===== config.mk =====
export PLATFORM = sky130hd
export DESIGN_NAME = cpra_ctrl
export DESIGN_NICKNAME = d
export VERILOG_FILES = /design/src/rtl/core/cpra_pkg.sv /design/src/rtl/core/cpra_ctrl.sv
export SDC_FILE = /design/constraint.sdc
export NUM_CORES = 1
export LEC_CHECK = 0
export ABC_AREA = 1
export ABC_CLOCK_PERIOD_IN_PS = 1500
export BUFFER_PORTS_ARGS = -buffer_cell sky130_fd_sc_hd__buf_2
export CAP_MARGIN = 20
export CORE_AREA = 4 4 41 43
export DETAILED_ROUTE_END_ITERATION = 16
export DIE_AREA = 0 0 45 47
export PLACE_DENSITY_LB_ADDON = 0.2
export REMOVE_ABC_BUFFERS = 1
export SLEW_MARGIN = 20
export SYNTH_ARGS = -nofsm -noshare
export SYNTH_HDL_FRONTEND = slang
export SYNTH_SLANG_ARGS = --single-unit

===== constraint.sdc =====
create_clock -name clk -period 1.5 [get_ports clk]
set_input_delay 0.45 -clock clk [delete_from_list [all_inputs] [get_ports clk]]
set_output_delay 0.45 -clock clk [all_outputs]
set_load 0.1 [all_outputs]

===== src/rtl/core/cpra_pkg.sv =====
// Package for the contiguous page-run allocator.
// Region geometry, command/status codes, FSM states, controller/datapath structs.
// No dependencies.
package cpra_pkg;

    localparam int TABLE_COUNT     = 16;
    localparam int PAGES_PER_TABLE = 1024;
    localparam int TOTAL_PAGES     = TABLE_COUNT * PAGES_PER_TABLE;
    localparam int PAGE_W          = $clog2(TOTAL_PAGES);
    localparam int TABLE_W         = (TABLE_COUNT > 1) ? $clog2(TABLE_COUNT) : 1;
    localparam int SLOT_W          = $clog2(PAGES_PER_TABLE);
    localparam int WORD_W          = 32;
    localparam int WORD_COUNT      = (TOTAL_PAGES + WORD_W - 1) / WORD_W;
    localparam int WIDX_W          = (WORD_COUNT > 1) ? $clog2(WORD_COUNT) : 1;
    localparam int BIT_W           = $clog2(WORD_W);
    localparam int PCNT_W          = PAGE_W + 1;
    localparam int COUNT_W         = 15;
    localparam int FIRST_W         = 14;
    localparam int MADE_W          = 5;
    localparam int STATUS_W        = 2;
    localparam int VERSION_W       = 32;

    typedef enum logic {
        CMD_ALLOC = 1'b0,
        CMD_FREE  = 1'b1
    } cmd_t;

    typedef enum logic [STATUS_W-1:0] {
        ST_OK       = 2'd0,
        ST_NO_SPACE = 2'd1,
        ST_RANGE    = 2'd2
    } status_t;

    typedef enum logic [2:0] {
        S_CLEAR,
        S_IDLE,
        S_SEARCH,
        S_CREATE,
        S_MARK,
        S_DONE
    } state_t;

    typedef struct packed {
        logic clear_step;  // zero one memory word
        logic load;        // capture request, reset cursors
        logic search_step; // examine one page
        logic create_step; // examine one table
        logic mark_step;   // write one page mark
        logic finish;      // latch result
    } ctl_t;

    typedef struct packed {
        logic     clear_end;
        logic     found;
        logic     search_end;
        logic     create_end;
        logic     mark_end;
        logic     trivial;   // zero count or range fault: no work
        cmd_t     cmd;
    } sts_t;

endpackage


===== src/rtl/core/cpra_ctrl.sv =====
// Controller for the page-run allocator: sequences search, table creation and marking.
// Depends on cpra_pkg.
module cpra_ctrl (
    input  logic            clk,
    input  logic            rst_n,
    input  logic            start,
    input  cpra_pkg::sts_t  sts,
    output cpra_pkg::ctl_t  ctl,
    output logic            busy,
    output logic            strobe
);
    import cpra_pkg::*;

    state_t state_reg, state_next;

    always_ff @(posedge clk or negedge rst_n)
    begin
        if (!rst_n)
            state_reg <= S_CLEAR;
        else
            state_reg <= state_next;
    end

    always_comb
    begin
        state_next = state_reg;
        case (state_reg)
            S_CLEAR:
                if (sts.clear_end) state_next = S_IDLE;
            S_IDLE:
                if (start) state_next = S_SEARCH;
            S_SEARCH:
            begin
                if (sts.trivial)
                    state_next = S_DONE;
                else if (sts.cmd == CMD_FREE)
                    state_next = S_MARK;
                else if (sts.found)
                    state_next = S_CREATE;
                else if (sts.search_end)
                    state_next = S_DONE;
            end
            S_CREATE:
                if (sts.create_end) state_next = S_MARK;
            S_MARK:
                if (sts.mark_end) state_next = S_DONE;
            S_DONE:
                state_next = S_IDLE;
            default:
                state_next = S_IDLE;
        endcase
    end

    always_comb
    begin
        ctl = '0;
        busy = 1'b1;
        strobe = 1'b0;
        case (state_reg)
            S_CLEAR:
                ctl.clear_step = 1'b1;
            S_IDLE:
            begin
                busy = 1'b0;
                ctl.load = start;
            end
            S_SEARCH:
                ctl.search_step = !sts.trivial && sts.cmd == CMD_ALLOC && !sts.found;
            S_CREATE:
                ctl.create_step = 1'b1;
            S_MARK:
                ctl.mark_step = 1'b1;
            S_DONE:
            begin
                ctl.finish = 1'b1;
                strobe = 1'b1;
            end
            default:
                busy = 1'b1;
        endcase
    end

endmodule


==> summary.txt <==
Total congestion overflow - 0
Leading area contributor after synthesis - dfrtp_1
Rel. slew slack - 0.7619
Worst setup path start - state_reg[0]
CP max stage delay - 0.40 ns
WP buf/inv - 4
Clock Tree Buf Depth - 2
Max reg flops - 3
Drt initial violations - 11
Total die area - 2115 µm²
CTS Buf Count - 3
Sink Count - 3
Clock slew at reported path FFs - 0.04 ns
Yosys reg bits - 3
Hold Fails Final Rpt - 0
CTS Root Buffer Type - clkbuf_4
Largest net degree at the start of global routing - 8
RSZ-0062 raised after global routing - yes
Fin cells - 110
Reg-to-reg critical path startpoint - state_reg[0]
Row count - 13
Maxcap violations - 0
DRT antenna net count - 0
Hold Path Class - in2reg
Post-place setup slack - -0.1394 ns
Standby leakage power - 0.4049 nW
Hold path start - sts[2]
N_diodes - 0
Area contributors post-synth - dfrtp_1, nand2_1, nand3_1
Setup Crit Path Kind - reg2out
Core Region - 1301 µm²
Sequential share of the synthesized area - 0.2390
DR vias/cell - 4.345
CP endpoint kind - primary output
Ys Warns - 0
Endpoints failing setup - 8
Max Fclk - 555.9 MHz
Vias - 478
Worst Max-Slew Pin Slew - 0.3544 ns
Number of global-route vias before repair - 465
Drt drc - 0
Final-stage net count - 106
CP top delay family - buffers and inverters
Power per cell area - 2605 nW/µm²
Port Buffers - 17
Crit path launch type - register
Max-slew violation count - 0
Slowest CP cell - dfrtp_1
Crit-path max FO - 4
Min cycle time layout - 1.799 ns
Cell count after synthesis - 52
Post-Route WL - 1025 µm
Initial antenna violation count - 0
Initial Utilization - 0.2413
First-pass GRT wire length - 1856 µm
Hold Slack - 0.4880 ns
Wire per inst - 9.318 µm
Overall power - 2.106 mW
Status - finished, violations left
Hpwl dp - 764.5 µm
Drt pass-1 iters - 4
Worst-path cell chain - buf_4 > buf_6 > nor2_2 > nand2_1 > inv_2 > buf_12
Die Height - 47 µm
GPL Wtd Cong - 0.7309
Clk Latency, worst-skew pair - 0.23 ns
Setup ws final - -0.2988 ns
Synthesized cell area - 314.1 µm²
CP Data Arrival Time - 1.35 ns
Share of cells above drive strength 1 - 0.6211
Worst VDD drop - 1.710 mV
Total placed cells including tap cells - 99
Global Route Usage Sum - 0.1147
CTS tree - yes
Post-Syn Area per Cell - 6.039 µm²
Tcrit/Tclk final - 1.199
Clk_skew - 0.001368 ns
Yosys top cell area share - 0.2390
Worst path required time - 1.05 ns
Failing checks - negative setup slack
Synth cell types - 15
Die X - 45 µm
H-Tree Level Count - 1
Area Overhead vs Synth - 157.4%
Io pins - 18
layer usage:
metal | vias to the layer above | global-route usage | share of wire
met4 | 0 | 0.01754 | 0
met5 | - | 0 | 0
met2 | 18 | 0.1977 | 0.50
li1 | 247 | - | -
met3 | 0 | 0.02682 | 0.080
met1 | 213 | 0.1484 | 0.42
area by class of cell:
class / count / area [µm²]
fill: 129 / 493.0
timing repair buffer: 40 / 395.4
multi-input combinational: 39 / 257.7
sequential: 3 / 76.32
inverter: 9 / 33.78
clock buffer: 4 / 26.28
tap: 15 / 18.77
worst register-to-register path: cells and delay by family (launching register included):
kind,cells,cell delay [ns]
flip-flops,1,0.40
buffers and inverters,3,0.41
AND/OR/NAND/NOR,6,0.49
final timing paths:
check / to / slack (ns) / cells past startpoint
worst min register to register: state_reg[1] / 0.73 / 3
worst max register to register: state_reg[1] / 0.07 / 9
worst max-delay path: ctl[1] / -0.30 / 6
worst min-delay path: state_reg[2] / 0.49 / 4
min in group asynchronous: state_reg[2] / 0.55 / 2
max in group asynchronous: state_reg[1] / 0.83 / 2
placed cells by master (no fill, tap or decap), drive strengths merged:
cell type / n
inv: 9
o21ai: 2
a31oi: 1
clkbuf: 4
nor3: 2
buf: 39
nor2: 12
nor4: 1
nand2: 14
nand3: 7
dlygate4sd3: 1
dfrtp: 3
kinds of logic (layout without fill, tap and decap cells):
logic type             Yosys count  count (layout)  share of synthesized area
buffers and inverters           10              53                     0.1315
DFF                              3               3                     0.2390
AOI/OAI and AO/OA                3               3                    0.05181
and+or+nand+nor                 36              36                     0.5777
where the power goes:
part | leakage, nW | total, mW | internal (mW) | switching, mW
clock network | 0.0150 | 0.141 | 0.0997 | 0.0416
registers | 0.0359 | 0.180 | 0.124 | 0.0558
logic | 0.354 | 1.78 | 0.754 | 1.03
stage by stage:
| stage | TNS (ns) | utilization | area, µm² |
|---|---|---|---|
| floorplan | -13.78 | - | 306.5 |
| global placement | -0.1320 | 0.5000 | 650.6 |
| detailed placement | -0.1394 | 0.5000 | 650.6 |
| CTS | -1.830 | 0.5721 | 744.5 |
| global route | -2.552 | 0.6212 | 808.3 |
| finish | -2.035 | 0.6212 | 808.3 |
synthesized netlist by cell type:
cell,n
a31oi_1,1
buf_4,1
dfrtp_1,3
inv_1,8
inv_2,1
nand2_1,12
nand2_2,2
nand3_1,6
nand3_2,1
nor2_1,7
nor2_2,3
nor2_4,2
nor3_1,2
nor4_1,1
o21ai_0,2
timing repair:
action                                  4_1_cts  5_1_grt
buffers inserted                              3        3
pin swaps                                     2        4
hold buffers                                  1        0
endpoints found under the setup margin        8       10
hold endpoints to repair                      2        0
gates resized for setup                      10        9
No activity file was read; power rests on OpenSTA's default activity.
